File: src/sv/indexed_list_engine_top_macros.svh
// Assertion macros shared by the indexed list engine RTL.
// Included by files that carry concurrent checks; needs no package.
`ifndef INDEXED_LIST_ENGINE_TOP_MACROS_SVH
`define INDEXED_LIST_ENGINE_TOP_MACROS_SVH

// Same-cycle implication, disabled in reset.
`define ILE_ASSERT_NOW(label, clk, rst_n, ante, cons, msg) \
    label: assert property (@(posedge clk) disable iff (!rst_n) (ante) |-> (cons)) \
        else $error(msg);

// Next-cycle implication, disabled in reset.
`define ILE_ASSERT_NEXT(label, clk, rst_n, ante, cons, msg) \
    label: assert property (@(posedge clk) disable iff (!rst_n) (ante) |=> (cons)) \
        else $error(msg);

`endif

File: src/sv/ile_pkg.sv
// Package for the indexed list engine: opcodes, status codes, cell control.
// No dependencies; used by ile_cell and indexed_list_engine_top.
package ile_pkg;

    localparam int DATA_W = 32;
    localparam int OP_W   = 3;
    localparam int ST_W   = 2;

    typedef enum logic [OP_W-1:0] {
        OP_APPEND = 3'd0,
        OP_REMOVE = 3'd1,
        OP_INSERT = 3'd2,
        OP_DELETE = 3'd3,
        OP_READ   = 3'd4,
        OP_SEARCH = 3'd5,
        OP_CLEAR  = 3'd6
    } op_t;

    typedef enum logic [ST_W-1:0] {
        ST_OK    = 2'd0,
        ST_EMPTY = 2'd1,
        ST_RANGE = 2'd2,
        ST_FULL  = 2'd3
    } st_t;

    // Broadcast to every cell. load/up/dn are one-cycle write pulses.
    typedef struct packed {
        logic load;   // cell at mark takes value
        logic up;     // cells above mark take left neighbor
        logic dn;     // cells at or above mark take right neighbor
        logic srch;   // result chain runs in search mode
    } cell_ctl_t;

endpackage

File: src/sv/ile_cell.sv
// One list slot: holds one entry and one stage of the result chain.
// Depends on ile_pkg.
module ile_cell #(
    parameter int CNT_W = 11,
    parameter int IDX   = 0
) (
    input  logic                          clk,
    input  ile_pkg::cell_ctl_t            ctl,
    input  logic [CNT_W-1:0]              mark,
    input  logic [ile_pkg::DATA_W-1:0]    value,
    input  logic [ile_pkg::DATA_W-1:0]    left_entry,
    input  logic [ile_pkg::DATA_W-1:0]    right_entry,
    input  logic [ile_pkg::DATA_W-1:0]    right_bus,
    output logic [ile_pkg::DATA_W-1:0]    entry,
    output logic [ile_pkg::DATA_W-1:0]    bus
);
    import ile_pkg::*;

    localparam logic [CNT_W-1:0]  MY_IDX = CNT_W'(IDX);
    localparam logic [DATA_W-1:0] MY_POS = DATA_W'(IDX + 1);

    logic [DATA_W-1:0] entry_reg, entry_next;
    logic [DATA_W-1:0] bus_reg, bus_next;
    logic              at_mark, above_eq;

    assign at_mark  = (MY_IDX == mark);
    assign above_eq = (MY_IDX >= mark);

    always_comb
    begin
        entry_next = entry_reg;
        if (ctl.load && at_mark)
            entry_next = value;
        else if (ctl.up && above_eq)
            entry_next = left_entry;
        else if (ctl.dn && above_eq)
            entry_next = right_entry;
    end

    // Result chain flows toward cell 0; the marked cell injects.
    always_comb
    begin
        if (ctl.srch)
        begin
            if (above_eq)
                bus_next = '0;
            else if (entry_reg == value)
                bus_next = MY_POS;
            else
                bus_next = right_bus;
        end
        else
        begin
            bus_next = at_mark ? entry_reg : right_bus;
        end
    end

    always_ff @(posedge clk)
    begin
        entry_reg <= entry_next;
        bus_reg   <= bus_next;
    end

    assign entry = entry_reg;
    assign bus   = bus_reg;

endmodule

File: config.mk
export PLATFORM = sky130hd
export DESIGN_NAME = ile_cell
export DESIGN_NICKNAME = d
export VERILOG_FILES = /design/src/sv/indexed_list_engine_top_macros.svh /design/src/sv/ile_pkg.sv /design/src/sv/ile_cell.sv
export SDC_FILE = /design/constraint.sdc
export NUM_CORES = 1
export LEC_CHECK = 0
export BUFFER_PORTS_ARGS = -buffer_cell sky130_fd_sc_hd__buf_2
export CORE_ASPECT_RATIO = 1.1
export CORE_MARGIN = 8
export CORE_UTILIZATION = 46
export CTS_BUF_LIST = sky130_fd_sc_hd__clkbuf_4 sky130_fd_sc_hd__clkbuf_8
export CTS_CLUSTER_DIAMETER = 120
export CTS_CLUSTER_SIZE = 20
export DETAILED_ROUTE_END_ITERATION = 7
export PLACE_DENSITY = 0.83
export SYNTH_ARGS = -nofsm -noshare
export SYNTH_HDL_FRONTEND = slang
export SYNTH_SLANG_ARGS = --single-unit
File: constraint.sdc
create_clock -name clk -period 3.7 [get_ports clk]
set_input_delay 0.555 -clock clk [delete_from_list [all_inputs] [get_ports clk]]
set_output_delay 0.555 -clock clk [all_outputs]
set_load 0.01 [all_outputs]
==> results.md <==
Setup path:
- The critical path class is in2reg.
- The data arrival time of the critical path is 2590 ps.
- For the worst setup path, the data required time is 3890 ps.
- The worst setup path is launched from a primary input.
- STA classifies the critical path endpoint as a register.
- The count of buffer and inverter cells on the critical path is 1.
- The cell family contributing the most delay on the critical path is simple AND/OR/NAND/NOR gates.
- The peak per-stage delay on the critical path is 620 ps.
- The signal on the critical path passes through buf_2, nor4_2, and3_2, and2_4, a22oi_1, o21ai_0.
- The maximum net fanout on the critical path is 31.
- The highest-delay cell along the critical path is sky130_fd_sc_hd__and3_2.

Synth:
- By area, the combinational part of the netlist is dominated by compound AO/OA/AOI/OAI gates.
- The complex-gate fraction of the synthesized area came to 0.3147.
- The area of the mapped netlist is 3757 um2.
- The number of nets handed over by synthesis was 522.
- The synthesized design contains 64 register bits.
- After synthesis, the share of cell area in mux cells is 0.
- The share of the Yosys chip area taken by registers is 0.4262.
- Of the total synthesized cell area, the portion taken by full adders, half adders and majority gates is 0.
- Of the total synthesized cell area, the portion taken by XOR and XNOR cells is 0.07459.
- The number of warnings printed during yosys synthesis is 0.
- The simple logic cell fraction of the synthesized area is 0.1229.
- The mean post-synth cell area is 9.940 um2.
- The netlist uses 30 different library cells.
- In the synthesized netlist, the number of instances is 378.

STA:
- The final cycle utilization of the critical path is 0.6490.
- Summed over all failing endpoints, the final setup total negative slack is 0 ps.
- The worst slew margin relative to its limit is 0.4159.
- The final number of setup-violating endpoints is 0.
- The hold violation count in the final report is 0.
- The max-slew violation total from the final report is 0.
- The setup skew after layout is 13.44 ps.
- Setup repair after global routing left no endpoint under its margin.
- The routed design could run at a clock period as short as 2401 ps.
- The actual transition at the worst max-transition pin is 876.1 ps.
- The maximum clock rate is 416.4 MHz.

Global routing:
- After global routing the overflow that remains totals 0.
- Entering global routing, the biggest net connects 67 pins.
- The met1 usage is 0.2477.
- In the global route stage, overall resource usage came out at 0.2273.
- The via count of the first global-routing pass was 3987.
- The initial antenna violation count came to 1.
- For met3 alone, demand over resource in global routing was 0.05465.
- The wire length of the first global-routing pass is 20270 um.
- In the global route stage, met2 resource usage came out at 0.4030.
- The global routing's busiest layer is met2.

Layout:
- The number of nets in the layout is 710.
- The layout cell share with drive strength beyond 1 is 0.4658.
- The post-route cell area is 4999 um2.
- The post-route non-filler standard cell count is 679.
- The total of fill cells in the finished design is 700.
- The antenna cell count is 0.
- Compared with the post-synthesis result, the final layout area differs by 33.03%.

Clock tree:
- The number of buffers added for setup after CTS is 0.
- The TritonCTS buffer count is 9.
- TritonCTS built the clock tree.
- The cell at the root of the clock tree is sky130_fd_sc_hd__clkbuf_8.
- The number of clock sinks seen by CTS is 64.
- The deepest level of the CTS H-tree is 3.
- The number of hold-repair buffers added at the cts stage is 0.
- The deepest clock path buffer count is 2.
- The later pin in the worst-skew pair is clocked with a latency of 350 ps.
- Clock-pin slew was measured on the worst setup and hold paths at 70 ps.
- The total of cells resized after clock tree synthesis is 0.

Die:
- The area of the core is 7913 um2.
- Pin placement for this block handled 208 I/O pins.
- The overall die width is 102.2 um.
- The initial utilization of the core area, before any placement, comes to 0.4749.
- The number of rows created at floorplan is 34.
- The die is 110.8 um tall.
- The die area is 11320 um2.

Drt:
- Using the TritonRoute via totals, the vias-per-cell ratio works out to 5.642.
- The violation count after the first detailed-route iteration is 225.
- Summed over all layers, the routed wires come to 13180 um.
- The routed wirelength normalized by instance count is 19.42 um.
- The overall via count from detail_route is 3831.
- The number of optimization iterations in the first detailed-route pass is 5.
- The remaining design rule violation count is 0.
- The count of nets left with antenna violations once routing finished came out at 0.

Min path:
- The tightest min-delay check is of the in2reg type.

Power:
- In this run the power density over the cells is 342.9 nW/um2.
- Summed over all cells, the static leakage comes to 2.150 nW.
- The design draws 0.001714 W.
- The worst-case vdd ir drop is 0.0001590 V.

Status:
- The run finished with clean final reports.

Placement:
- The global placement routability congestion is 0.8765.
- Port buffering added 207 buffers.
- The placed cell count is 663.
- The cell area reported after detailed placement is 4778 um2.
- Once detailed placement completed, the half-perimeter wirelength came to 9888 um.

Run:
- The count of maximum capacitance violations is 0.
logic make-up (layout without fill, tap and decap cells):
kind of cell | count (synthesis) | in the layout
DFF | 64 | 64
buffers and inverters | 36 | 229
AOI/OAI and AO/OA | 159 | 159
xor gates and xnor gates | 32 | 32
and+or+nand+nor | 87 | 87
stage by stage:
step	utilization	hold slack, ps	setup slack [ps]
6_report	0.6317	462.1	1299
5_1_grt	0.6317	468.8	1105
4_1_cts	0.6317	454.7	1310
3_5_place_dp	0.6039	600.8	976.3
3_3_place_gp	0.6039	599.5	1058
2_1_floorplan	-	592.9	549.3
final timing paths:
| path | start | to | slack [ps] | depth (start not counted) |
|---|---|---|---|---|
| max | mark[3] | entry[31]$_DFFE_PP_ | 1300 | 6 |
| min reg2reg | entry[14]$_DFFE_PP_ | bus[14]$_DFF_P_ | 620 | 2 |
| max reg2reg | entry[15]$_DFFE_PP_ | bus[17]$_DFF_P_ | 1380 | 6 |
| min | right_bus[0] | bus[0]$_DFF_P_ | 460 | 3 |
report_power, final:
group	leakage [nW]	internal (W)	switching, W	total, W
registers	0.567	0.000767	0.00000562	0.000773
logic	1.48	0.000136	0.000135	0.000272
clock network	0.101	0.000379	0.000291	0.000670
layout by cell type, fill, tap and decap left out, types with 2 or more instances in the layout:
cell type	count
sky130_fd_sc_hd__xor2_1	32
sky130_fd_sc_hd__nand2_1	34
sky130_fd_sc_hd__nor2_1	2
sky130_fd_sc_hd__bufinv_16	2
sky130_fd_sc_hd__o22ai_1	31
sky130_fd_sc_hd__edfxtp_1	32
sky130_fd_sc_hd__a22oi_2	30
sky130_fd_sc_hd__nor3_1	2
sky130_fd_sc_hd__clkinvlp_4	3
sky130_fd_sc_hd__nand4_1	2
sky130_fd_sc_hd__o21ai_0	3
sky130_fd_sc_hd__nor4_1	8
sky130_fd_sc_hd__buf_2	207
sky130_fd_sc_hd__dfxtp_1	32
sky130_fd_sc_hd__nor2b_1	31
sky130_fd_sc_hd__o21ai_1	30
sky130_fd_sc_hd__buf_4	5
sky130_fd_sc_hd__clkbuf_8	9
sky130_fd_sc_hd__a31oi_1	31
sky130_fd_sc_hd__nor4_2	2
sky130_fd_sc_hd__a21boi_0	31
final cells by class:
cell class	count	area, um2	area share
Multi-Input combinational cell	278	1948	0.3897
Tap cell	108	135.1	0.02703
Clock buffer	9	123.9	0.02478
Timing Repair Buffer	213	1094	0.2188
Sequential cell	64	1602	0.3204
Clock inverter	7	96.34	0.01927
cell usage after synthesis (all sizes together):
cell type	instances	area [um2]
a21boi	31	232.7
a21oi	1	5.000
a22oi	31	382.9
a31oi	31	193.9
and2	1	8.760
and3	1	6.260
buf	21	173.9
clkbuf	15	57.55
dfxtp	32	640.6
edfxtp	32	960.9
nand2	34	127.6
nand3	1	5.000
nand3b	1	7.510
nand4	2	12.51
nor2	4	15.01
nor2b	31	193.9
nor3	2	10.01
nor4	10	75.07
o21ai	33	165.1
o22ai	31	193.9
o311ai	1	8.760
xor2	32	280.3
worst reg2reg max path, cell delays in order (launching register included):
cell and delay (ps):
sky130_fd_sc_hd__edfxtp_1 430, sky130_fd_sc_hd__xor2_1 160, sky130_fd_sc_hd__nor4_1 510, sky130_fd_sc_hd__nand4_1 200
sky130_fd_sc_hd__nor2_2 520, sky130_fd_sc_hd__buf_12 240, sky130_fd_sc_hd__o22ai_1 100
per-layer routing:
layer / part of all wire / wire (um)
met1: 0.37 / 4913
met2: 0.52 / 6911
met3: 0.074 / 973
met4: 0.028 / 368
met5: 0.0012 / 16
Power figures use the tool's default switching activity.
